<file path="src/hdl/bba_pkg.sv">
// ----------------------------------------------------------------------------
// bba_pkg
// Shared types and constants for the buddy block allocator.
// ----------------------------------------------------------------------------
package bba_pkg;

    localparam int LEAVES  = 1024;
    localparam int LVL_W   = $clog2(LEAVES);
    localparam int NODE_W  = LVL_W + 1;
    localparam int VAL_W   = LVL_W + 1;
    localparam int OFS_W   = 10;
    localparam int REQ_W   = 16;
    localparam int SIZE_W  = 11;
    localparam int NODES   = 2 * LEAVES;

    localparam logic [1:0] CMD_ALLOC = 2'd0;
    localparam logic [1:0] CMD_FREE  = 2'd1;
    localparam logic [1:0] CMD_SIZE  = 2'd2;

    localparam logic [1:0] ST_OK       = 2'd0;
    localparam logic [1:0] ST_NO_SPACE = 2'd1;
    localparam logic [1:0] ST_NOT_HELD = 2'd2;

    typedef enum logic [1:0] {
        RES_ALLOC    = 2'd0,
        RES_SPAN     = 2'd1,
        RES_NO_SPACE = 2'd2,
        RES_NOT_HELD = 2'd3
    } res_code_t;

    typedef struct packed {
        logic [1:0]       cmd;
        logic [REQ_W-1:0] req_size;
        logic [OFS_W-1:0] offset;
    } req_t;

    typedef struct packed {
        logic [1:0]        status;
        logic [OFS_W-1:0]  result_offset;
        logic [SIZE_W-1:0] block_size;
    } rsp_t;

    typedef struct packed {
        logic      load;
        logic      clr_step;
        logic      rd_root;
        logic      rd_left;
        logic      rd_node;
        logic      rd_lsib;
        logic      rd_rsib;
        logic      desc_step;
        logic      mark;
        logic      restore;
        logic      merge_wr;
        logic      up_step;
        logic      cap_size;
        logic      load_out;
        res_code_t code;
    } dp_cmd_t;

    typedef struct packed {
        logic clr_done;
        logic is_alloc;
        logic is_query;
        logic oversize;
        logic bad_cmd;
        logic root_short;
        logic span_is_want;
        logic desc_last;
        logic q_zero;
        logic at_root;
        logic parent_root;
        logic out_free;
    } dp_stat_t;

endpackage

</file>
<file path="src/hdl/bba_ctrl.sv">
// ----------------------------------------------------------------------------
// bba_ctrl
// Controller: sequences clearing, descent, climb and result hand-off.
// ----------------------------------------------------------------------------
module bba_ctrl (
    input  logic              clk,
    input  logic              rst_n,
    input  logic              cmd_valid,
    output logic              cmd_stall,
    input  bba_pkg::dp_stat_t stat,
    output bba_pkg::dp_cmd_t  cmd
);

    typedef enum logic [12:0] {
        S_CLEAR   = 13'b0000000000001,
        S_IDLE    = 13'b0000000000010,
        S_DISP    = 13'b0000000000100,
        S_A_ROOT  = 13'b0000000001000,
        S_A_ROOTEV= 13'b0000000010000,
        S_A_RD    = 13'b0000000100000,
        S_A_EV    = 13'b0000001000000,
        S_A_MARK  = 13'b0000010000000,
        S_UP_L    = 13'b0000100000000,
        S_UP_R    = 13'b0001000000000,
        S_UP_W    = 13'b0010000000000,
        S_F_RD    = 13'b0100000000000,
        S_F_EV    = 13'b1000000000000
    } state_t;

    state_t              state_reg, state_next;
    logic                done_reg, done_next;
    bba_pkg::res_code_t  code_reg, code_next;

    always_comb
    begin
        state_next = state_reg;
        done_next  = done_reg;
        code_next  = code_reg;
        cmd        = '0;
        cmd.code   = code_reg;
        cmd_stall  = 1'b1;
        unique case (state_reg)
            S_CLEAR:
            begin
                cmd.clr_step = 1'b1;
                if (stat.clr_done)
                begin
                    state_next = S_IDLE;
                end
            end
            S_IDLE:
            begin
                if (done_reg)
                begin
                    if (stat.out_free)
                    begin
                        cmd.load_out = 1'b1;
                        done_next    = 1'b0;
                    end
                end
                else
                begin
                    cmd_stall = 1'b0;
                    if (cmd_valid)
                    begin
                        cmd.load   = 1'b1;
                        state_next = S_DISP;
                    end
                end
            end
            S_DISP:
            begin
                if (stat.is_alloc)
                begin
                    if (stat.oversize)
                    begin
                        code_next  = bba_pkg::RES_NO_SPACE;
                        done_next  = 1'b1;
                        state_next = S_IDLE;
                    end
                    else
                    begin
                        cmd.rd_root = 1'b1;
                        state_next  = S_A_ROOTEV;
                    end
                end
                else if (stat.bad_cmd)
                begin
                    code_next  = bba_pkg::RES_NOT_HELD;
                    done_next  = 1'b1;
                    state_next = S_IDLE;
                end
                else
                begin
                    state_next = S_F_RD;
                end
            end
            S_A_ROOT:
            begin
                cmd.rd_root = 1'b1;
                state_next  = S_A_ROOTEV;
            end
            S_A_ROOTEV:
            begin
                if (stat.root_short)
                begin
                    code_next  = bba_pkg::RES_NO_SPACE;
                    done_next  = 1'b1;
                    state_next = S_IDLE;
                end
                else if (stat.span_is_want)
                begin
                    state_next = S_A_MARK;
                end
                else
                begin
                    state_next = S_A_RD;
                end
            end
            S_A_RD:
            begin
                cmd.rd_left = 1'b1;
                state_next  = S_A_EV;
            end
            S_A_EV:
            begin
                cmd.desc_step = 1'b1;
                state_next    = stat.desc_last ? S_A_MARK : S_A_RD;
            end
            S_A_MARK:
            begin
                cmd.mark  = 1'b1;
                code_next = bba_pkg::RES_ALLOC;
                if (stat.at_root)
                begin
                    done_next  = 1'b1;
                    state_next = S_IDLE;
                end
                else
                begin
                    state_next = S_UP_L;
                end
            end
            S_UP_L:
            begin
                cmd.rd_lsib = 1'b1;
                state_next  = S_UP_R;
            end
            S_UP_R:
            begin
                cmd.rd_rsib = 1'b1;
                state_next  = S_UP_W;
            end
            S_UP_W:
            begin
                cmd.merge_wr = 1'b1;
                cmd.up_step  = 1'b1;
                if (stat.parent_root)
                begin
                    done_next  = 1'b1;
                    state_next = S_IDLE;
                end
                else
                begin
                    state_next = S_UP_L;
                end
            end
            S_F_RD:
            begin
                cmd.rd_node = 1'b1;
                state_next  = S_F_EV;
            end
            S_F_EV:
            begin
                if (stat.q_zero)
                begin
                    cmd.cap_size = 1'b1;
                    code_next    = bba_pkg::RES_SPAN;
                    if (stat.is_query || stat.at_root)
                    begin
                        cmd.restore = !stat.is_query;
                        done_next   = 1'b1;
                        state_next  = S_IDLE;
                    end
                    else
                    begin
                        cmd.restore = 1'b1;
                        state_next  = S_UP_L;
                    end
                end
                else if (stat.at_root)
                begin
                    code_next  = bba_pkg::RES_NOT_HELD;
                    done_next  = 1'b1;
                    state_next = S_IDLE;
                end
                else
                begin
                    cmd.up_step = 1'b1;
                    state_next  = S_F_RD;
                end
            end
            default:
            begin
                state_next = S_CLEAR;
            end
        endcase
    end

    always_ff @(posedge clk or negedge rst_n)
    begin
        if (!rst_n)
        begin
            state_reg <= S_CLEAR;
            done_reg  <= 1'b0;
            code_reg  <= bba_pkg::RES_NOT_HELD;
        end
        else
        begin
            state_reg <= state_next;
            done_reg  <= done_next;
            code_reg  <= code_next;
        end
    end

    a_stall_busy: assert property (@(posedge clk) disable iff (!rst_n)
        (state_reg != S_IDLE) |-> cmd_stall)
        else $error("input taken while busy");
    a_load_only_idle: assert property (@(posedge clk) disable iff (!rst_n)
        cmd.load |=> state_reg == S_DISP)
        else $error("load did not lead to dispatch");
    a_clear_first: assert property (@(posedge clk) disable iff (!rst_n)
        (state_reg == S_CLEAR) |-> !cmd.load && !cmd.load_out)
        else $error("activity during tree clear");

endmodule

</file>
<file path="config.mk">
export PLATFORM = sky130hd
export DESIGN_NAME = bba_ctrl
export DESIGN_NICKNAME = d
export VERILOG_FILES = /design/src/hdl/bba_pkg.sv /design/src/hdl/bba_ctrl.sv
export SDC_FILE = /design/constraint.sdc
export NUM_CORES = 1
export LEC_CHECK = 0
export ABC_AREA = 1
export BUFFER_PORTS_ARGS = -buffer_cell sky130_fd_sc_hd__buf_2
export CAP_MARGIN = 20
export CELL_PAD_IN_SITES_DETAIL_PLACEMENT = 0
export CELL_PAD_IN_SITES_GLOBAL_PLACEMENT = 1
export CORE_AREA = 2 2 61 69
export DETAILED_ROUTE_END_ITERATION = 16
export DIE_AREA = 0 0 63 71
export GPL_ROUTABILITY_DRIVEN = 0
export HOLD_SLACK_MARGIN = 0.12
export PLACE_DENSITY_LB_ADDON = 0.1
export SLEW_MARGIN = 30
export SYNTH_ARGS = -nofsm -noshare
export SYNTH_HDL_FRONTEND = slang
export SYNTH_SLANG_ARGS = --single-unit
</file>
<file path="constraint.sdc">
create_clock -name clk -period 1.6 [get_ports clk]
set_input_delay 0.08 -clock clk [delete_from_list [all_inputs] [get_ports clk]]
set_output_delay 0.08 -clock clk [all_outputs]
set_load 0.05 [all_outputs]
</file>
==> results.json, run 1 <==
{
  "hold_class": "input port to register",
  "cts.htree.levels": 1,
  "ant_nets": 0,
  "design_area_mm2": 0.00208,
  "yosysSeqAreaShare": 0.313,
  "crit_buf_inv": 2,
  "worst_path_max_delay_cell": "dfrtp_1",
  "avgSynthCellArea_um2": 6.74,
  "cts_tree": "yes",
  "synth_area_mm2": 0.00121,
  "worst-path-max-fanout": 5,
  "criticalPathCategory": "register to output port",
  "dp_hpwl_um": 2660,
  "crit_path_start_kind": "register",
  "nNetsFinal": 261,
  "hold-path-endpoint": "state_reg[2]",
  "slew_headroom": 0.754,
  "finalMaxSlewViolations": 0,
  "arrival_ns": 1.60,
  "hold_ws_ns": 0.156,
  "fp.dieW_um": 63,
  "syn_nets": 195,
  "timing.fmax_ghz": 0.596,
  "drt_iter0_markers": 37,
  "die_h_um": 71,
  "status": "finished, violations left",
  "cpLargestDelayFamily": "simple AND/OR/NAND/NOR gates",
  "die_area_mm2": 0.00447,
  "finalHoldViolCount": 0,
  "worstPathRequired_ns": 1.52,
  "power_w": 0.00208,
  "start_util": 0.318,
  "rsz0062_at_grt": "yes",
  "synth_top_area_cell": "dfrtp_1",
  "drc": 0,
  "overflow": 0,
  "setup_viol": 8,
  "worst_slew_pin_slew_ns": 0.369,
  "yosysWarnings": 0,
  "n_antenna_cell": 0,
  "fin_ws_ns": -0.0790,
  "violations": "negative setup slack",
  "dr.pass1.iters": 5,
  "root_buffer": "clkbuf_8",
  "post_dp_cell_area_mm2": 0.00151,
  "grt_use_total": 0.165,
  "rr_worst_depth": 10,
  "synth_cell_types": 27,
  "vias_per_cell": 4.51,
  "io_buffers": 31,
  "synth_cells": 180,
  "worst_ir_drop_vdd_mv": 0.345,
  "io_pins": 32,
  "drive_above_1_share": 0.510,
  "wl_um": 3660,
  "min_period_ns": 1.68,
  "antenna_found_initial": 0,
  "synth_top_area_share": 0.248,
  "largest_reg_flops": 12,
  "fin_skew_ns": 0.0115,
  "cpPeakStageDelay_ns": 0.42,
  "fill_cells": 394,
  "rrSetupSlack_ns": -0.02,
  "path_clk_slew_ns": 0.08,
  "cts_buffers": 3,
  "synth.ff_latch_count": 15,
  "grt_pass1_wl_um": 5900,
  "netlist_top_cells_area": "dfrtp_1, inv_1, nand2_1",
  "drv_cap": 0,
  "r2r-start": "state_reg[0]",
  "finalCritPeriodShare": 1.05,
  "grt_max_degree": 16,
  "min-delay-start": "cmd_valid",
  "routedWlPerCell_um": 12.3,
  "routed-via-count": 1339,
  "grt_pass1_vias": 1345,
  "fp.coreArea_mm2": 0.00381,
  "insertion_delay_ns": 0.26,
  "r2r_end": "done_reg",
  "fin_tns_setup_ns": -0.270,
  "powerDensity_mw_per_mm2": 1000,
  "endpoint_kind": "output port",
  "area_growth_pct": 71.4,
  "hold_path_depth": 3,
  "p_leak_nw": 1.08,
  "place_ws_ns": 0.0167,
  "worstPathCellList": "nor2_4 -> nand2_4 -> nor2_8 -> inv_1 -> nor4_4 -> buf_6",
  "clk_path_buf_depth": 2,
  "fp-row-count": 24,
  "cts_num_sinks": 15
}
==> final cells by class <==
| class | count | area (um2) | area share |
|---|---|---|---|
| Sequential cell | 15 | 379 | 0.182 |
| Inverter | 39 | 146 | 0.0704 |
| Tap cell | 52 | 65.1 | 0.0313 |
| Clock buffer | 3 | 41.3 | 0.0199 |
| Clock inverter | 1 | 7.51 | 0.00361 |
| Timing Repair Buffer | 61 | 522 | 0.251 |
| Multi-Input combinational cell | 126 | 917 | 0.441 |
==> timing repair <==
item,in CTS,in global routing
hold endpoints to repair,19,0
resized for setup,38,49
hold buffers,5,0
cloned,0,0
setup endpoints to repair,16,20
buffers inserted,7,14
pin swaps,4,18
==> how the worst max path moves through the flow <==
| stage | slack [ns] | start | to | depth (start not counted) |
|---|---|---|---|---|
| after floorplan | -0.06 | state_reg[10] | cmd[15] | 5 |
| after global placement | 0.01 | state_reg[6] | done_reg | 10 |
| after detailed placement | 0.02 | state_reg[6] | done_reg | 10 |
| after CTS | -0.12 | state_reg[6] | cmd[9] | 6 |
| after global routing | -0.18 | state_reg[6] | cmd[9] | 6 |
| final | -0.08 | state_reg[6] | cmd[9] | 6 |
==> through the flow <==
step / std cells / utilization
floorplan: 180 / -
global placement: 267 / 0.395
detailed placement: 267 / 0.395
CTS: 283 / 0.469
global route: 297 / 0.545
finish: 297 / 0.545
==> worst reg2reg max path: cells and delay by family (launching register included) <==
kind / cells / cell delay (ns)
compound gates: 1 / 0.14
flops: 1 / 0.59
buf+inv: 1 / 0.11
simple gates: 8 / 0.66
==> synthesized netlist by cell type (all sizes together) <==
cell type / count
nand2: 42
inv: 39
nor2: 34
nand3: 13
dfrtp: 12
nor3: 8
o21ai: 8
a21oi: 7
dfstp: 3
nand4: 3
and2: 2
nand3b: 2
nor4: 2
o22ai: 2
and3: 1
o21bai: 1
or2: 1
==> layer usage <==
| layer | vias up | GRT usage | part of all wire |
|---|---|---|---|
| met5 | - | 0 | 0 |
| met4 | 0 | 0.0469 | 0.021 |
| met3 | 8 | 0.0254 | 0.030 |
| met2 | 23 | 0.297 | 0.53 |
| met1 | 621 | 0.204 | 0.42 |
| li1 | 687 | - | - |
==> power by group <==
part           switching (W)  internal, W
logic               0.000752     0.000481
registers          0.0000563     0.000458
clock network       0.000161     0.000175
==> placed cells by master, fill, tap and decap left out, types with 9 or more instances in the layout <==
master and count:
buf_2 16, buf_4 23, buf_6 11, dfrtp_1 12, inv_1 29, inv_2 10, nand2_1 24, nand2_2 9
nor2_1 14, nor2_4 13
==> logic make-up (layout without fill, tap and decap cells) <==
group | Yosys count | after routing | share of synthesized area
DFF | 15 | 15 | 0.313
AOI/OAI and AO/OA | 18 | 18 | 0.0846
buffers and inverters | 39 | 104 | 0.121
and+or+nand+nor | 108 | 108 | 0.482
(Power assumes the default switching activity.)
==> run 2: changes to the inputs <==
--- a/config.mk
+++ b/config.mk
@@ -9,10 +9,10 @@
 export BUFFER_PORTS_ARGS = -buffer_cell sky130_fd_sc_hd__buf_2
 export CAP_MARGIN = 20
 export CELL_PAD_IN_SITES_DETAIL_PLACEMENT = 0
-export CELL_PAD_IN_SITES_GLOBAL_PLACEMENT = 1
-export CORE_AREA = 2 2 61 69
+export CELL_PAD_IN_SITES_GLOBAL_PLACEMENT = 2
+export CORE_AREA = 2 2 70 79
 export DETAILED_ROUTE_END_ITERATION = 16
-export DIE_AREA = 0 0 63 71
+export DIE_AREA = 0 0 72 81
 export GPL_ROUTABILITY_DRIVEN = 0
 export HOLD_SLACK_MARGIN = 0.12
 export PLACE_DENSITY_LB_ADDON = 0.1
==> results.json, run 2 (synthesis gave the netlist of run 1 again) <==
{
  "cts_tree": "yes",
  "routedWlPerCell_um": 13.1,
  "fin_ws_ns": -0.0957,
  "r2r_end": "code_reg[0]",
  "crit_path_start_kind": "register",
  "drv_cap": 0,
  "fp.dieW_um": 72,
  "hold_class": "input port to register",
  "finalHoldViolCount": 0,
  "criticalPathCategory": "register to output port",
  "cts_buffers": 3,
  "io_pins": 32,
  "vias_per_cell": 4.50,
  "arrival_ns": 1.62,
  "mostFrequentLayoutCells": "inv_1, nand2_1, buf_4, buf_2, nor2_1",
  "root_buffer": "clkbuf_8",
  "die_h_um": 81,
  "ant_nets": 0,
  "finalMaxSlewViolations": 0,
  "powerDensity_mw_per_mm2": 960,
  "drc": 0,
  "dp_hpwl_um": 3000,
  "drive_above_1_share": 0.506,
  "die_area_mm2": 0.00583,
  "p_leak_nw": 1.10,
  "worst_ir_drop_vdd_mv": 0.537,
  "worst-path-max-fanout": 4,
  "fill_cells": 536,
  "grt_use_total": 0.139,
  "min_period_ns": 1.70,
  "regArea_um2": 379,
  "path_clk_slew_ns": 0.07,
  "cts.htree.levels": 1,
  "nNetsFinal": 259,
  "r2r-start": "state_reg[6]",
  "dr.pass1.iters": 4,
  "rsz0062_at_grt": "yes",
  "crit_path_end": "cmd[13]",
  "instances_no_fill": 303,
  "antenna_found_initial": 0,
  "clk_path_buf_depth": 2,
  "slew_headroom": 0.720,
  "place_inst": 280,
  "fin_skew_ns": 0.00100,
  "overflow": 0,
  "setup_viol": 7,
  "grt_pass1_wl_um": 6220,
  "cts_num_sinks": 15,
  "grt_pass1_vias": 1342,
  "wl_um": 3960,
  "fp-row-count": 28,
  "grt_max_degree": 16,
  "insertion_delay_ns": 0.25,
  "largest_reg_flops": 12,
  "rrSetupSlack_ns": -0.04,
  "timing.fmax_ghz": 0.590,
  "status": "finished, violations left",
  "io_buffers": 31,
  "worstPathRequired_ns": 1.52,
  "rr_worst_depth": 13,
  "n_antenna_cell": 0,
  "area_growth_pct": 71.0,
  "place_ws_ns": 0.00173,
  "endpoint_kind": "output port",
  "worst_slew_pin_slew_ns": 0.420,
  "routed-via-count": 1363,
  "start_util": 0.235,
  "fp.coreArea_mm2": 0.00515,
  "violations": "negative setup slack",
  "worstSetupStartpoint": "state_reg[6]",
  "drt_iter0_markers": 74,
  "finalCritPeriodShare": 1.06,
  "multiInputGateArea_um2": 896
}
run 2: changes by cell type in the layout (fill, tap and decap cells not counted), moves of 2 or more:
| cell | previous run | this run |
|---|---|---|
| buf_4 | 23 | 19 |
| nand2_4 | 8 | 10 |
| inv_1 | 29 | 27 |
| nand2_1 | 24 | 27 |
| inv_2 | 10 | 12 |
| buf_8 | 5 | 9 |
| nand2_2 | 9 | 5 |
run 2: how the worst min path moves through the flow:
stage / start / endpoint / slack, ns / depth (start not counted)
finish: stat[2] / state_reg[8] / 0.15 / 2
global route: stat[2] / state_reg[8] / 0.15 / 2
CTS: stat[2] / state_reg[8] / 0.13 / 2
detailed placement: rst_n / state_reg[12] / 0.03 / 1
global placement: rst_n / state_reg[10] / 0.02 / 1
floorplan: rst_n / done_reg / -0.22 / 0
run 2: critical path, stage by stage, from the launching register on:
cell and delay (ns):
dfrtp_1 0.42, nor2_4 0.16, nand2_4 0.11, nor2_8 0.16, buf_12 0.12, buf_8 0.10
nand3_4 0.08, inv_2 0.08, buf_8 0.14
run 2: timing repair:
action                                 4_1_cts  5_1_grt
hold buffers                                 4        0
setup endpoints to repair                   16       21
pin swaps                                    5        8
setup buffers                                6        9
resized for setup                           55       36
endpoints found under the hold margin       18        0
run 2: layer usage:
layer  global-route usage  routed length [um]  share of wire
met1                0.165                1720           0.43
met5                    0                   0              0
met2                0.256                2100           0.53
met3               0.0199                  89          0.022
met4               0.0415                  44          0.011
run 2: area by class of cell:
type                    instances  share of cell area
inverters                      39              0.0706
flip-flops and latches         15               0.183
well taps                      60              0.0362
clock buffers                   3              0.0199
multi-input cells             126               0.432
clock inverters                 1             0.00241
repair buffers                 59               0.256
run 2: metrics by stage:
step	cell area (um2)	hold slack (ns)	utilization	setup TNS (ns)	total power (W)
after floorplan	1250	-0.216	-	-0.0803	0.00114
after global placement	1550	0.0220	0.302	0	0.00134
after detailed placement	1550	0.0342	0.302	0	0.00135
after CTS	1880	0.125	0.365	-0.416	0.00186
after global routing	2070	0.145	0.403	-1.40	0.00213
final	2070	0.147	0.403	-0.375	0.00199
run 2: report_power, final:
part | switching [W] | internal (W) | total (W)
combinational | 0.000721 | 0.000424 | 0.00114
sequential | 0.0000584 | 0.000459 | 0.000517
clock | 0.000156 | 0.000173 | 0.000328
